[config.mk]
export PLATFORM = sky130hd
export DESIGN_NAME = rtdpf_isqrt
export DESIGN_NICKNAME = d
export VERILOG_FILES = /design/src/hdl/rtdpf_pkg.sv /design/src/hdl/rtdpf_isqrt.sv
export SDC_FILE = /design/constraint.sdc
export NUM_CORES = 1
export LEC_CHECK = 0
export CAP_MARGIN = 15
export CORE_MARGIN = 2
export CORE_UTILIZATION = 25
export CTS_CLUSTER_SIZE = 25
export DETAILED_ROUTE_END_ITERATION = 12
export DONT_BUFFER_PORTS = 1
export PLACE_DENSITY = 0.39
export SLEW_MARGIN = 10
export SYNTH_ARGS = -nofsm -noshare
export SYNTH_HDL_FRONTEND = slang
export SYNTH_SLANG_ARGS = --single-unit
[constraint.sdc]
create_clock -name clk_i -period 3.02 [get_ports clk_i]
set_input_delay 0.302 -clock clk_i [delete_from_list [all_inputs] [get_ports clk_i]]
set_output_delay 0.302 -clock clk_i [all_outputs]
set_load 0.02 [all_outputs]
[src/hdl/rtdpf_pkg.sv]
// shared constants, types and the arctangent table of the path follower
package rtdpf_pkg;

  localparam int unsigned PATH_DEPTH_DEF = 1024;

  localparam int POS_W     = 24;
  localparam int DIFF_W    = POS_W + 1;
  localparam int SQ_W      = 2 * DIFF_W + 1;
  localparam int ROOT_W    = 26;
  localparam int ACC_W     = 27;
  localparam int ANG_W     = 18;
  localparam int HD_W      = 16;
  localparam int LIN_W     = 12;
  localparam int ASPD_W    = 14;
  localparam int LOOK_W    = 16;
  localparam int ATAN_W    = 16;
  localparam int CORDIC_STEPS = 16;

  // angles in 1/8192 rad unless fine (1/65536 rad)
  localparam int PI_Q       = 25736;
  localparam int TWO_PI_Q   = 51472;
  localparam int PI_FINE    = 205887;
  localparam int START_TURN = 4096;
  localparam int STOP_TURN  = 410;
  localparam int MIN_TURN   = 819;
  localparam int SLOW_RANGE = 4915;
  localparam int TURN_CAP   = 5734;
  localparam int SLOW_SPAN  = 4505;

  typedef enum logic [3:0] {
    ST_IDLE,
    ST_SCAN,
    ST_WALK_RD,
    ST_WALK_WAIT,
    ST_WALK_SQRT,
    ST_AIM,
    ST_ANGLE,
    ST_STEER,
    ST_MUL,
    ST_DLOAD,
    ST_DIV,
    ST_DONE
  } st_e;

  typedef enum logic [1:0] {
    REG_MAX_LIN   = 2'd0,
    REG_MAX_ANG   = 2'd1,
    REG_LOOKAHEAD = 2'd2
  } reg_e;

  // atan(2^-i) in 1/65536 rad
  function automatic logic [ATAN_W-1:0] atan_f(input logic [3:0] i);
    logic [ATAN_W-1:0] v;
    case (i)
      4'd0:    v = 16'd51472;
      4'd1:    v = 16'd30386;
      4'd2:    v = 16'd16055;
      4'd3:    v = 16'd8150;
      4'd4:    v = 16'd4091;
      4'd5:    v = 16'd2047;
      4'd6:    v = 16'd1024;
      4'd7:    v = 16'd512;
      4'd8:    v = 16'd256;
      4'd9:    v = 16'd128;
      4'd10:   v = 16'd64;
      4'd11:   v = 16'd32;
      4'd12:   v = 16'd16;
      4'd13:   v = 16'd8;
      4'd14:   v = 16'd4;
      4'd15:   v = 16'd2;
      default: v = '0;
    endcase
    return v;
  endfunction

endpackage

[src/hdl/rtdpf_isqrt.sv]
// iterative integer square root, one result bit per cycle
module rtdpf_isqrt import rtdpf_pkg::*; (
  input  logic              clk_i,
  input  logic              rst_ni,
  input  logic              start_i,
  input  logic [SQ_W-1:0]   value_i,
  output logic              done_o,
  output logic [ROOT_W-1:0] root_o
);

  localparam int RAD_W = 2 * ROOT_W;
  localparam int REM_W = ROOT_W + 2;
  localparam int CNT_W = $clog2(ROOT_W);

  logic             busy_q, done_q;
  logic [CNT_W-1:0] cnt_q;
  logic [RAD_W-1:0] rad_q;
  logic [REM_W-1:0] rem_q, rem_n;
  logic [ROOT_W-1:0] root_q, root_n;
  logic [REM_W+1:0] rem_t, trial;
  logic             ge;

  always_comb begin
    rem_t = {rem_q, rad_q[RAD_W-1 -: 2]};
    trial = {2'b00, root_q, 2'b01};
    ge    = rem_t >= trial;
    if (ge) begin
      rem_n  = REM_W'(rem_t - trial);
      root_n = {root_q[ROOT_W-2:0], 1'b1};
    end else begin
      rem_n  = rem_t[REM_W-1:0];
      root_n = {root_q[ROOT_W-2:0], 1'b0};
    end
  end

  always_ff @(posedge clk_i or negedge rst_ni) begin
    if (!rst_ni) begin
      busy_q <= 1'b0;
      done_q <= 1'b0;
      cnt_q  <= '0;
    end else begin
      done_q <= 1'b0;
      if (start_i) begin
        busy_q <= 1'b1;
        cnt_q  <= '0;
      end else if (busy_q) begin
        cnt_q <= cnt_q + 1'b1;
        if (cnt_q == CNT_W'(ROOT_W - 1)) begin
          busy_q <= 1'b0;
          done_q <= 1'b1;
        end
      end
    end
  end

  always_ff @(posedge clk_i) begin
    if (start_i) begin
      rad_q  <= {{(RAD_W - SQ_W){1'b0}}, value_i};
      rem_q  <= '0;
      root_q <= '0;
    end else if (busy_q) begin
      rad_q  <= {rad_q[RAD_W-3:0], 2'b00};
      rem_q  <= rem_n;
      root_q <= root_n;
    end
  end

  assign done_o = done_q;
  assign root_o = root_q;

endmodule

## Yosys cells after proc, flatten, opt, wreduce, memory -nomap -nowiden

Cells that the tools add are included.

- Order comparisons: 1
- $add $sub $neg: 2
- Divide/modulo/power cells: 0
- $mul: 0
- Shifts and indexed selects: 0
- Eq/ne operators: 1
- Bitwise gates (word level): 0
- Muxes and demuxes: 12
- Reductions and logical operators: 1

Operators by type and width:

| cell | count |
|---|---|
| two-way mux 51 bit | 2 |
| greater-or-equal comparator 30 x 28 -> 1 bit | 1 |
| two-way mux 28 bit | 1 |
| subtractor 28 bit | 1 |
| two-way mux 5 bit | 2 |
| two-way mux 1 bit | 7 |
| adder 5 x 1 -> 5 bit, second input constant | 1 |
| == test 5 bit, second input constant | 1 |
| nonzero test 2 bit | 1 |

- Register bits after elaboration: 113
- Memory bits (read-only): 0
- Output and inout port bits: 27
- Memories kept: 0
- Bits in latches: 0
- Logic and storage cells: 24
- Bits in writable memories: 0

## Logic depth before layout (Yosys ltp)

- Depth in word-level cells: 4
- Mapped depth: 13
- Gate-level depth less buffers: 10

## Worst setup path before layout

OpenSTA, ideal clock, no wires.

- Kind: register to register
- Start: register root_q[1], in the netlist root_o[1]
- End: register rem_q[16]
- Library setup time: 91 ps
- Stages on the path, launching flop included: 13
- Required time: 2929 ps
- Slack: 446 ps
- Data arrival time: 2483 ps
- Cells stage by stage: dfxtp_1 > inv_1 > ha_1 > o21ai_1 > a21oi_1 > o31ai_2 > nand4_4 > and4_1 > buf_4 > nor2_4 > buf_4 > nand2_1 > a311oi_1

- Cells in the longest elaborated chain, start to end: 2
- Elaborated cells between the ends (all ways): 3
- Those cells by class: add/sub: 1; order compare: 1; mux: 1

Ends and longest elaborated chain:

| item | RTL line | text |
|---|---|---|
| from (decl) | rtdpf_isqrt.sv:19 | `logic [ROOT_W-1:0] root_q, root_n;` |
| from (signal assigned) | rtdpf_isqrt.sv:64 | `root_q <= root_n;` |
| subtractor 28 bit or greater-or-equal comparator 30 x 28 -> 1 bit (tied branches) | rtdpf_isqrt.sv:28, rtdpf_isqrt.sv:26 |  |
| two-way mux 28 bit (*) | rtdpf_isqrt.sv:27 | `if (ge) begin` |
| to (signal assigned) | rtdpf_isqrt.sv:63 | `rem_q <= rem_n;` |
| to (decl) | rtdpf_isqrt.sv:18 | `logic [REM_W-1:0] rem_q, rem_n;` |

Mark *: on every way between the ends. The rest lies on a longest branch, timed or not.
A chain may end at the register's enable or synchronous reset.

## Worst setup path in the final report

- Start: register root_q[1], in the netlist root_o[1]
- End: register rem_q[27]

Same word-level chain as after synthesis.

==> out/qor.yml <==
yosys:
  netlist_instances: 625
  synth_seq_area_share_pct: 45.0
  syn-num-nets: 709
  synth_top_area_cell: "edfxtp_1"
  syn-cell-area_um2: 6240
  synthDistinctLibCells: 63
  ys_ff_latch: 113
  syn_avg_cell_area_um2: 9.98
  synth_top_area_share_pct: 24.5
  synth.area.top_cells: "edfxtp_1 (25%), dfxtp_1 (18%), mux2_2 (9.0%)"
  async_flop_share_pct: 6.19
  yosys_warnings: 0
  synth-edff-count: 51
  synthFlopType: "dfxtp_1"
clocking:
  post_cts_buffers: 0
  cts_max_level: 4
  clock_latency_ns: 0.42
  cts_tree: "built"
  numCtsBuffers: 17
  clkSinkCount: 113
  clockRootBuffer: "clkbuf_16"
  clkSlewWorstSetupHoldPaths_ns: 0.06
  cts_buffer_depth: 2
floorplan:
  dieArea_um2: 26200
  start_util_pct: 25.6
  die-height_um: 162
  io_pins: 81
  rows: 57
  core-area_um2: 24400
  die_w_um: 162
job:
  max_cap_viol_count: 0
setup_path:
  required_ns: 3.32
  end_kind: "flop"
  start_kind: "flop"
  arrival_ns: 3.11
  rrSetupSlack_ns: 0.21
  critPathKind: "flop to flop"
  worst-r2r-cell-count: 10
  cp_max_fo: 5
timing:
  drv_slew: 0
  period_minus_slack_ns: 2.81
  setup_tns_ns: 0
  skew_ns: 0.00924
  hold_viol: 0
  slew-limit-headroom_pct: 52.0
  period_share_pct: 93.0
  max_freq_ghz: 0.356
  tightest_slew_ns: 0.720
  rsz0062_at_grt: "no"
  finalSetupViolations: 0
  fin_hold_ws_ns: 0.0594
routing:
  drtAntennaViolNets: 0
  remaining_drc_errors: 0
  via_per_inst: 4.75
  routedWlPerCell_um: 15.1
  firstDrtPassIters: 4
  route.vias.total: 4698
  drtIter0Drc: 212
  routed_wl_um: 15000
cells_and_area:
  layout.cells.non_filler: 990
  drive_gt1_share_pct: 20.3
  fin_area_um2: 7420
  finalNetCount: 736
  post-route-util_pct: 30.4
  synthToLayoutAreaGrowth_pct: 18.9
power:
  cellPowerDensity_nw_per_um2: 962
  vdd_drop_max_uv: 442
  p_sw_share_pct: 39.2
  intPower_mw: 4.34
  pwr-share-seq_pct: 27.7
  clockPowerShare_pct: 26.6
  combPwrFrac_pct: 45.7
  p_sw_mw: 2.79
  p_leak_nw: 3.01
grt:
  grt_pass1_vias: 4878
  grt_pass1_wl_um: 24700
  globalRoute.busiestLayer: "met2"
  use_met1_pct: 14.5
  grt_max_degree: 60
  use_met3_pct: 5.29
  grt_antenna_before_repair: 5
  track_usage_pct: 11.7
  grtUsageMet2_pct: 18.5
  grt-ovfl-total: 0
place:
  place_congestion: 0.818
  placed_cells: 955
  placed_area_um2: 6810
  portBuffers: 0
  place.detailed.hpwl_um: 10000
outcome:
  outcome: "finished, final reports clean"
min_path:
  whs_path_depth: 2
  hold_class: "primary input to flop"
layout make-up:
type	instances	area, µm²
inverter	39	146
fill	2605	17000
multi-input combinational	441	3160
tap	324	405
sequential	113	2810
antenna	1	2.50
timing repair buffer	40	335
clock inverter	14	123
clock buffer	18	429
kinds of logic (layout without fill, tap and decap cells):
logic type                 Yosys count  after routing  synth area share (%)
adders and majority gates           30             30                  6.02
AOI/OAI and AO/OA                  125            125                  13.5
other                                0              1                     0
xor gates and xnor gates            21             21                  2.95
muxes                               77             77                  13.4
DFF                                113            113                  45.0
buffers and inverters               71            111                  4.53
and+or+nand+nor                    188            188                  14.6
cell usage in the layout, fill, tap and decap left out, types with 27 or more instances in the layout:
cell type  instances
a21oi_1           34
buf_4             37
dfxtp_1           55
edfxtp_1          51
ha_1              30
inv_1             39
mux2_2            50
mux2i_1           27
nand2_1           44
nor2_1            72
synth_stat cells, types with 11 or more instances:
library cell  count
mux2i_1          27
a311oi_1         20
clkbuf_1         21
o21ai_0          21
xnor2_1          14
dfxtp_1          55
inv_1            39
nand2_1          44
nand2b_1         12
nand3_1          11
nor2_1           72
edfxtp_1         51
mux2_2           50
a21oi_1          34
ha_1             30
worst paths after layout:
path                           start   endpoint
setup / recovery           root_o[1]  rem_q[27]
hold / removal               start_i  rem_q[20]
setup reg to reg           root_o[1]  rem_q[27]
hold reg to reg            rad_q[49]  rad_q[51]
max in group asynchronous     rst_ni     busy_q
min in group asynchronous     rst_ni     done_o
layer usage:
| metal | up-vias | wire length, µm |
|---|---|---|
| met5 | - | 40 |
| li1 | 2314 | - |
| met1 | 2254 | 6990 |
| met4 | 6 | 193 |
| met2 | 101 | 6680 |
| met3 | 23 | 1070 |
sequential cells by signal (all words and copies together) (netlist names):
signal and count:
rad_q 52, cnt_q 5, busy_q 1, root_o 26
rem_q 28, done_o 1
power groups by stage:
| stage | Clock, mW | Combinational [mW] | Sequential, mW |
|---|---|---|---|
| floorplan | 0 | 2.44 | 1.99 |
| global placement | 0 | 3.21 | 2.01 |
| detailed placement | 0 | 3.21 | 2.01 |
| CTS | 1.97 | 3.26 | 1.98 |
| global route | 2.02 | 3.64 | 2.01 |
| finish | 1.90 | 3.26 | 1.98 |
worst max-delay path, cell delays in order (launching register included):
cell and delay (ns):
dfxtp_1 0.32, inv_1 0.05, ha_1 0.34, o21ai_1 0.12, a22oi_2 0.34, a31oi_1 0.19
o31ai_1 0.45, a31oi_1 0.24, o2111a_1 0.28, a311oi_1 0.26, o21ai_1 0.10
timing repair:
action | in CTS | in global routing
resized for setup | 0 | 2
hold buffers | 2 | 0
hold endpoints to repair | 66 | 0
endpoints found under the setup margin | 0 | 2
through the flow:
step	setup WS, ns	power [mW]
2_1_floorplan	0.446	4.43
3_3_place_gp	0.214	5.22
3_5_place_dp	0.169	5.22
4_1_cts	0.133	7.20
5_1_grt	0.0170	7.67
6_report	0.211	7.14
Power figures use the tool's default switching activity.
