## src/hdl/rtdpf_pkg.sv

```systemverilog
// shared constants, types and the arctangent table of the path follower
package rtdpf_pkg;

  localparam int unsigned PATH_DEPTH_DEF = 1024;

  localparam int POS_W     = 24;
  localparam int DIFF_W    = POS_W + 1;
  localparam int SQ_W      = 2 * DIFF_W + 1;
  localparam int ROOT_W    = 26;
  localparam int ACC_W     = 27;
  localparam int ANG_W     = 18;
  localparam int HD_W      = 16;
  localparam int LIN_W     = 12;
  localparam int ASPD_W    = 14;
  localparam int LOOK_W    = 16;
  localparam int ATAN_W    = 16;
  localparam int CORDIC_STEPS = 16;

  // angles in 1/8192 rad unless fine (1/65536 rad)
  localparam int PI_Q       = 25736;
  localparam int TWO_PI_Q   = 51472;
  localparam int PI_FINE    = 205887;
  localparam int START_TURN = 4096;
  localparam int STOP_TURN  = 410;
  localparam int MIN_TURN   = 819;
  localparam int SLOW_RANGE = 4915;
  localparam int TURN_CAP   = 5734;
  localparam int SLOW_SPAN  = 4505;

  typedef enum logic [3:0] {
    ST_IDLE,
    ST_SCAN,
    ST_WALK_RD,
    ST_WALK_WAIT,
    ST_WALK_SQRT,
    ST_AIM,
    ST_ANGLE,
    ST_STEER,
    ST_MUL,
    ST_DLOAD,
    ST_DIV,
    ST_DONE
  } st_e;

  typedef enum logic [1:0] {
    REG_MAX_LIN   = 2'd0,
    REG_MAX_ANG   = 2'd1,
    REG_LOOKAHEAD = 2'd2
  } reg_e;

  // atan(2^-i) in 1/65536 rad
  function automatic logic [ATAN_W-1:0] atan_f(input logic [3:0] i);
    logic [ATAN_W-1:0] v;
    case (i)
      4'd0:    v = 16'd51472;
      4'd1:    v = 16'd30386;
      4'd2:    v = 16'd16055;
      4'd3:    v = 16'd8150;
      4'd4:    v = 16'd4091;
      4'd5:    v = 16'd2047;
      4'd6:    v = 16'd1024;
      4'd7:    v = 16'd512;
      4'd8:    v = 16'd256;
      4'd9:    v = 16'd128;
      4'd10:   v = 16'd64;
      4'd11:   v = 16'd32;
      4'd12:   v = 16'd16;
      4'd13:   v = 16'd8;
      4'd14:   v = 16'd4;
      4'd15:   v = 16'd2;
      default: v = '0;
    endcase
    return v;
  endfunction

endpackage

```

## src/hdl/rtdpf_cordic.sv

```systemverilog
// iterative vectoring cordic, angle of (dx, dy) in 1/8192 rad
module rtdpf_cordic import rtdpf_pkg::*; (
  input  logic                     clk_i,
  input  logic                     rst_ni,
  input  logic                     start_i,
  input  logic signed [DIFF_W-1:0] dx_i,
  input  logic signed [DIFF_W-1:0] dy_i,
  output logic                     done_o,
  output logic signed [ANG_W-1:0]  angle_o
);

  localparam int XY_W = DIFF_W + 3;
  localparam int Z_W  = 21;

  logic                    busy_q, done_q;
  logic [3:0]              cnt_q;
  logic signed [XY_W-1:0]  x_q, y_q, x_n, y_n, shx, shy, dx_e, dy_e;
  logic signed [Z_W-1:0]   z_q, z_n, at, zr;
  logic signed [ANG_W-1:0] ang_q, ang_fin;

  always_comb begin
    dx_e = $signed({{3{dx_i[DIFF_W-1]}}, dx_i});
    dy_e = $signed({{3{dy_i[DIFF_W-1]}}, dy_i});
    shx  = x_q >>> cnt_q;
    shy  = y_q >>> cnt_q;
    at   = $signed({{(Z_W - ATAN_W){1'b0}}, atan_f(cnt_q)});
    if (y_q > 0) begin
      x_n = x_q + shy;
      y_n = y_q - shx;
      z_n = z_q + at;
    end else begin
      x_n = x_q - shy;
      y_n = y_q + shx;
      z_n = z_q - at;
    end
    zr      = z_n + Z_W'(4);
    ang_fin = ANG_W'(zr >>> 3);
  end

  always_ff @(posedge clk_i or negedge rst_ni) begin
    if (!rst_ni) begin
      busy_q <= 1'b0;
      done_q <= 1'b0;
      cnt_q  <= '0;
    end else begin
      done_q <= 1'b0;
      if (start_i) begin
        cnt_q <= '0;
        if (dy_i == '0) begin
          done_q <= 1'b1;
          busy_q <= 1'b0;
        end else begin
          busy_q <= 1'b1;
        end
      end else if (busy_q) begin
        cnt_q <= cnt_q + 1'b1;
        if (cnt_q == 4'(CORDIC_STEPS - 1)) begin
          busy_q <= 1'b0;
          done_q <= 1'b1;
        end
      end
    end
  end

  always_ff @(posedge clk_i) begin
    if (start_i) begin
      if (dy_i == '0) begin
        ang_q <= (dx_i < 0) ? ANG_W'(PI_Q) : '0;
      end
      if (dx_i < 0) begin
        x_q <= -dx_e;
        y_q <= -dy_e;
        z_q <= (dy_i > 0) ? Z_W'(PI_FINE) : -Z_W'(PI_FINE);
      end else begin
        x_q <= dx_e;
        y_q <= dy_e;
        z_q <= '0;
      end
    end else if (busy_q) begin
      x_q <= x_n;
      y_q <= y_n;
      z_q <= z_n;
      if (cnt_q == 4'(CORDIC_STEPS - 1)) begin
        ang_q <= ang_fin;
      end
    end
  end

  assign done_o  = done_q;
  assign angle_o = ang_q;

endmodule

```

## config.mk

```make
export PLATFORM = sky130hd
export DESIGN_NAME = rtdpf_cordic
export DESIGN_NICKNAME = d
export VERILOG_FILES = /design/src/hdl/rtdpf_pkg.sv /design/src/hdl/rtdpf_cordic.sv
export SDC_FILE = /design/constraint.sdc
export NUM_CORES = 1
export LEC_CHECK = 0
export ABC_AREA = 0
export ABC_CLOCK_PERIOD_IN_PS = 9400
export BUFFER_PORTS_ARGS = -buffer_cell sky130_fd_sc_hd__clkbuf_2
export CAP_MARGIN = 20
export CORE_MARGIN = 10
export CORE_UTILIZATION = 54
export CTS_BUF_LIST = sky130_fd_sc_hd__clkbuf_4 sky130_fd_sc_hd__clkbuf_8
export DETAILED_ROUTE_END_ITERATION = 8
export PLACE_DENSITY = 0.72
export SLEW_MARGIN = 15
export SYNTH_ARGS = -nofsm -noshare
export SYNTH_HDL_FRONTEND = slang
export SYNTH_SLANG_ARGS = --single-unit
```

## constraint.sdc

```tcl
create_clock -name clk_i -period 9.4 [get_ports clk_i]
set_input_delay 0.94 -clock clk_i [delete_from_list [all_inputs] [get_ports clk_i]]
set_output_delay 0.94 -clock clk_i [all_outputs]
set_load 0.02 [all_outputs]
```

======== After elaboration in Yosys (flattened, before gate mapping) ========
Memories as Yosys holds them, arrays and structs flattened.
Cells that the tools add are included.
cells by class
  reductions and logical operators ........ 4
  equal/unequal tests ..................... 2
  order comparisons ....................... 3
  muxes and demuxes ....................... 28
  shift operators ......................... 2
  add/sub/neg operators ................... 10
operators by type and width
  kind                   number
  $mux 28                8
  $mux 21                5
  $mux 18                4
  $add 28x28->28         2
  $neg 25->28            2
  $sshr 28x4->28         2
  $sub 28x28->28         2
  $gt 28x1->1 const B    1
  $gt 25x1->1 const B    1
  $logic_not 25->1       1
  $lt 25x1->1 const B    1
  $add 21x17->21         1
  $add 21x4->21 const B  1
  $sub 21x17->21         1
  $mux 15                1
  $mux 1                 8
  $mux 4                 2
  $add 4x1->4 const B    1
  $eq 4x4->1 const B     1
  $reduce_bool 2->1      2
  $reduce_and 3->1       1
  $ne 2x1->1 const B     1
word-level totals
  logic and storage cells ................. 57
  memories kept ........................... 1
  memory bits (read-only) ................. 256
  bits in registers ....................... 101
memories
  memory           depth  bits a word  rd ports  clocked after memory_dff  wr ports  line             RTL
  (no name shown)  16     16           1         0                         0         rtdpf_pkg.sv:54  case (i)

======== Logic depth before layout (Yosys ltp) ========
Gate-level depths: netlist of run 1.
An unclocked memory read counts as a cell.
  depth in word-level cells ............... 7
  mapped depth ............................ 26
  gate-level depth less buffers ........... 20

======== Worst setup path after synthesis of run 1 ========
Ideal clock, no wire load.
  path type ............................... register to register
  from .................................... reg cnt_q[1]
  to ...................................... reg ang_q[15] (netlist: angle_o[15]), data pin
  cell stages (with the launch flop) ...... 24
  period minus slack after synthesis ...... 6.579 ns
  slack ................................... 2.821 ns
  library setup time ...................... 0.147 ns
  buffers on the path ..................... 5
  data arrival time ....................... 6.432 ns
  required time ........................... 9.253 ns
  cell sequence ........................... dfrtp_1 inv_1 buf_1 clkbuf_1 clkbuf_1 buf_1 ha_1 or2_2 a21oi_1 nor2_1 ha_1 o2111ai_1 a311oi_1 a21oi_1 xnor2_1 ha_1 clkbuf_1 xor2_1 or3b_2 a2111o_1 nor4_1 nand4b_1 or3b_2 a21oi_1
between the ends
  longest elaborated chain between the ends .. 7
  elaborated cells between the ends (all ways) .. 8
  classes of those cells .................. add/sub (3); mux (4); memory (1)
ends and longest elaborated chain
  element                                           line                                    RTL
  start, declared                                   rtdpf_cordic.sv:16                      logic [3:0] cnt_q;
  start signal, assigned                            rtdpf_cordic.sv:56                      cnt_q <= cnt_q + 1'b1;
  $mem_v2 16x16 (*)                                 n/a
  $sub 21x17->21 or $add 21x17->21 (tied branches)  rtdpf_cordic.sv:34, rtdpf_cordic.sv:30
  $mux 21 (*)                                       rtdpf_cordic.sv:27                      if (y_q > 0) begin
  $add 21x4->21 (*)                                 rtdpf_cordic.sv:36                      zr = z_n + Z_W'(4);
  $mux 18 (*)                                       rtdpf_cordic.sv:83                      if (cnt_q == 4'(CORDIC_STEPS - 1)) begin
  $mux 18 (*)                                       rtdpf_cordic.sv:79                      end else if (busy_q) begin
  $mux 18 (*)                                       rtdpf_cordic.sv:66                      if (start_i) begin
  end signal, assigned                              rtdpf_cordic.sv:68                      ang_q <= (dx_i < 0) ? ANG_W'(PI_Q) : '0;
  end signal, assigned                              rtdpf_cordic.sv:84                      ang_q <= ang_fin;
  end, declared                                     rtdpf_cordic.sv:19                      logic signed [ANG_W-1:0] ang_q, ang_fin;
Every way passes the cells marked *; elsewhere a longest branch is shown, timed or not. The select of a mux whose other input is x is not followed.
A chain may end at the register's enable or synchronous reset.

======== Worst setup path in the final report of run 1 ========
  from .................................... reg cnt_q[0]
  to ...................................... reg ang_q[15] (netlist: angle_o[15]), data pin
The elaborated chain is that of the path after synthesis.

==> results.toml, run 1 <==
[placed_design]
dp_cells = 2015
gp_congestion = 0.975
port_buffers = 71
placed_area_um2 = 14600
dpl.hpwl_um = 31400

[routing]
final_antenna_net_count = 0
drt_pass1_iterations = 5
wl_um = 41900
wl_per_cell_um = 20.6
vias = 13400
drc = 0
drt-initial-drc-count = 1467
via_per_inst = 6.59

[global_routing]
grt_pass1_vias = 12700
overflow = 0
grt_max_degree = 70
antenna_found_initial = 0
grt_pass1_wl_um = 66900
grt_usage_pct = 24.3

[yosys]
ys_seq_area_share_pct = 21.3
synth_edf_count = 95
async_flop_share_pct = 5.94
synth_area_leader_cell = "edfxtp_1"
synthCells = 1683
synth.distinct_cells = 85
synth_ff_type = "edfxtp_1"
synth_area_um2 = 14100
ys_top_cells_by_area = "edfxtp_1, mux4_2, ha_1"
postSynthNetCount = 1827
synth.ff_latch_count = 101
synth.top_cell.area_share_pct = 20.2
yosysWarnings = 0
synth_area_per_cell_um2 = 8.38

[timing]
rsz0062_at_grt = "no"
setup_violations = 0
finalCritPeriodShare_pct = 73.4
slew_headroom_pct = 35.7
fin_crit_ps = 6900
clock.fmax_mhz = 145
skew_ps = 21.2
finalMaxSlewViolations = 0
worstMarginPinSlew_ps = 964
tns_ps = 0
hold_viol = 0

[worst_setup_path]
end_kind = "flop"
r2r_setup_slack_ps = 2500
path_common_cell = "ha_1"
crit_path_max_fanout = 44
critPathSlowestCell = "dfrtp_4"
path_buf_inv = 1
cp_slowest_stage_delay_ps = 890
path_class = "reg2reg"
cp_top_family = "simple AND/OR/NAND/NOR gates"
startpoint_type = "flop"
crit_chain = "inv_1 > ha_1 > or2_2 > a21oi_1 > nor2_1 > ha_1 > o2111ai_1 > nand2_1 > xnor2_1 > ha_1 > and3_1 > a221oi_1 > xor2_1 > or3b_2 > a2111o_1 > nor4_1 > nand4b_1 > or3b_2 > a21oi_1"
crit_arrival_ps = 7180
crit_required_ps = 9670

[floorplanning]
rows = 59
die_w_um = 182
die_area_um2 = 33000
core_area_um2 = 25900
dieHeight_um = 182
start_util_pct = 54.4
io_pins = 72

[outcome]
status = "finished clean"

[clock_tree]
cts_num_sinks = 101
cts_max_level = 3
cts_buffers = 9
cts.clk_slew.worst_paths_ps = 140
cts_setup_buffers = 0
cts_root_buf = "clkbuf_8"
clk-insertion-delay-late_ps = 420
postCtsHoldBufs = 0
cts_tree = "yes"
cts-resized-gates = 0
clockBufferDepth = 2

[worst_hold_path]
hold_path_class = "in2async"

[finish]
final_cells = 2032
area_growth_pct = 4.86
drive_above_1_share_pct = 12.5
final_cell_mix = "nand2_1, o21ai_0, nor2_1"
final_common_cell = "nand2_1"
utilization_pct = 57.1
fin_area_um2 = 14800
final_nets = 1835

[flow_run]
max-cap-violations = 0
## synth_stat cells (all sizes together), types with 20 or more instances
cell type	count
nor2	133
mux2i	65
nor2b	21
buf	38
inv	45
a21oi	132
and3	20
edfxtp	95
a21o	28
mux4	53
xnor2	97
clkbuf	50
o21ai	144
xor2	77
o31ai	24
nor3	35
ha	88
nand2b	32
nand3	34
mux2	21
nor4	20
nand2	178
## worst paths after layout
check                                startpoint  cells past startpoint                        end
setup reg to reg           cnt_q[0]$_DFFE_PN0P_                     19  angle_o[15]$_SDFFCE_PP0P_
max in group asynchronous                rst_ni                      1       cnt_q[0]$_DFFE_PN0P_
setup / recovery           cnt_q[0]$_DFFE_PN0P_                     19  angle_o[15]$_SDFFCE_PP0P_
hold reg to reg                busy_q$_DFF_PN0_                      2       cnt_q[0]$_DFFE_PN0P_
hold / removal                           rst_ni                      1           done_o$_DFF_PN0_
min in group clk_i             busy_q$_DFF_PN0_                      2       cnt_q[0]$_DFFE_PN0P_
## layout make-up
type | instances | area, um^2
Fill cell | 2383 | 11100
Multi-Input combinational cell | 1448 | 10500
Sequential cell | 101 | 3010
Timing Repair Buffer | 85 | 463
Tap cell | 335 | 419
Inverter | 46 | 173
Clock buffer | 9 | 124
Clock inverter | 7 | 78.8
Antenna cell | 1 | 2.50
## per-stage QoR
stage / hold WS (ps) / setup WS, ps
2_1_floorplan: 589 / 2820
3_3_place_gp: 671 / 2790
3_5_place_dp: 686 / 2640
4_1_cts: 309 / 2590
5_1_grt: 311 / 2010
6_report: 315 / 2500
## logic make-up after synthesis
logic type / after synthesis / synth area share [%]
buffers and inverters: 134 / 4.19
multiplexers: 139 / 14.8
AND/OR/NAND/NOR: 560 / 19.3
adder cells (fa/ha/maj): 91 / 8.23
flip-flops: 101 / 21.3
AO/OA/AOI/OAI: 484 / 21.5
XOR/XNOR: 174 / 10.8
## flip-flops by register name, indices dropped and copies added, names as in the netlist
signal / cells
x_q: 28
y_q: 28
z_q: 21
angle_o: 18
cnt_q: 4
busy_q: 1
done_o: 1
## per-layer routing
layer | GRT usage [%] | part of all wire [%] | wire length (um) | vias to the layer above
met3 | 3.24 | 6.7 | 2790 | 98
met4 | 8.72 | 3.1 | 1300 | 0
met1 | 31.3 | 43 | 17900 | 6394
met2 | 40.6 | 47 | 19900 | 547
li1 | - | - | - | 6349
met5 | 0 | 0 | 0 | -
Power of run 1 is left out: the tool's default activity adds up to more than one toggle a clock period on the data nets, which glitch-free logic cannot reach.
==> run 2, diff against run 1 <==
Settings changed: ABC_CLOCK_PERIOD_IN_PS 9400 to 7000.
Clock period 9.4 ns to 7 ns, I/O delays scaled along.
==> results.toml, run 2 (synthesis results as in run 1) <==
[finish]
drive_above_1_share_pct = 12.6
area_growth_pct = 5.18
final_cells = 2033
final_cell_mix = "nand2_1, o21ai_0, nor2_1"
reg_top3 = "x_q (28), y_q (28), z_q (21)"
final_common_cell = "nand2_1"
fin_area_um2 = 14800
antenna_cells = 0
n_fill_cell = 2373
final_nets = 1837

[timing]
setup_violations = 0
tns_ps = 0
hold_viol = 0
finalMaxSlewViolations = 0
slew_headroom_pct = 32.5
worstMarginPinSlew_ps = 1010
skew_ps = 30.0
rsz0062_at_grt = "no"
clock.fmax_mhz = 156
fin_crit_ps = 6420
finalCritPeriodShare_pct = 91.7

[global_routing]
met2_usage_pct = 39.0
use_met3_pct = 3.34
met1_usage_pct = 31.8
busiest_layer = "met2"
grt_usage_pct = 23.9
antenna_found_initial = 0
grt_pass1_wl_um = 66100
overflow = 0
grt_max_degree = 92
grt_pass1_vias = 12600

[routing]
drt-initial-drc-count = 1423
wl_per_cell_um = 20.2
final_antenna_net_count = 0
drt_pass1_iterations = 6
wl_um = 41100
drc = 0
via_per_inst = 6.54
vias = 13300

[clock_tree]
cts_tree = "yes"
cts_root_buf = "clkbuf_8"
cts.clk_slew.worst_paths_ps = 140
cts_setup_buffers = 0
cts-resized-gates = 0
cts_max_level = 3
cts_num_sinks = 101
clk-insertion-delay-late_ps = 420
cts_buffers = 9
clockBufferDepth = 2
postCtsHoldBufs = 0

[placed_design]
gp_congestion = 0.985
port_buffers = 71
dpl.hpwl_um = 30800
placed_area_um2 = 14600
dp_cells = 2016

[worst_setup_path]
crit_path_max_fanout = 43
cp_slowest_stage_delay_ps = 750
cp_top_family = "compound AO/OA/AOI/OAI gates"
critPathSlowestCell = "dfrtp_4"
crit_chain = "buf_4 > mux4_2 > mux4_2 > a21oi_1 > nand3_1 > nand2b_1 > o21ai_0 > xor2_1 > ha_1 > a21o_1 > a211oi_1 > o2111ai_1 > o21ai_0 > a21oi_1 > a211o_1 > o311a_1 > or4b_2 > nand2_1"
path_class = "reg2reg"
path_buf_inv = 1
crit_arrival_ps = 6690
startpoint_type = "flop"
end_kind = "flop"
crit_required_ps = 7270

[floorplanning]
die_w_um = 182
rows = 59
start_util_pct = 54.4
core_area_um2 = 25900
dieHeight_um = 182
die_area_um2 = 33000
io_pins = 72

[outcome]
status = "finished clean"

[flow_run]
max-cap-violations = 0

[worst_hold_path]
hold_path_class = "in2async"
## run 2: cell types whose count changed in the layout (fill, tap and decap cells not counted)
cell / change
buf_12: +1
buf_16: +1
diode_2: -1
## run 2: routing by layer
layer,up-vias,share of wire (%)
met5,-,0
met4,0,3.0
met3,71,7.4
met2,566,47
met1,6332,43
li1,6320,-
## run 2: worst reg2reg max path, cell delays in order (launching register included)
cell and delay [ps]:
dfrtp_4 750, buf_4 400, mux4_2 580, mux4_2 510, a21oi_1 300, nand3_1 230, nand2b_1 210, o21ai_0 220
xor2_1 190, ha_1 320, a21o_1 240, a211oi_1 290, o2111ai_1 150, o21ai_0 350, a21oi_1 220, a211o_1 320
o311a_1 310, or4b_2 610, nand2_1 80
## run 2: worst paths after layout
check / start / end / slack (ps) / cells past startpoint
setup / recovery: cnt_q[2]$_DFFE_PN0P_ / x_q[26]$_DFFE_PP_ / 580 / 18
hold / removal: rst_ni / cnt_q[2]$_DFFE_PN0P_ / 80 / 1
hold reg to reg: busy_q$_DFF_PN0_ / cnt_q[0]$_DFFE_PN0P_ / 730 / 2
setup reg to reg: cnt_q[2]$_DFFE_PN0P_ / x_q[26]$_DFFE_PP_ / 580 / 18
min in group clk_i: dy_i[0] / y_q[0]$_DFFE_PP_ / 660 / 2
max in group asynchronous: rst_ni / cnt_q[0]$_DFFE_PN0P_ / 6730 / 1
## run 2: area by class of cell
type                    count  area, um^2  share of cell area [%]
inverters                  46         173                    1.16
repair buffers             87         510                    3.44
well taps                 335         419                    2.83
flip-flops and latches    101        3010                    20.3
multi-input cells        1448       10500                    70.9
clock buffers               9         124                   0.835
clock inverters             7        78.8                   0.531
## run 2: through the flow
step | hold WS [ps] | setup WS, ps | util (%)
after floorplan | 404 | 421 | -
after global placement | 538 | 967 | 56.4
after detailed placement | 538 | 776 | 56.4
after CTS | 72.3 | 691 | 57.1
after global routing | 80.9 | 207 | 57.3
final | 77.6 | 583 | 57.3
Power of run 2 is left out for the same reason.
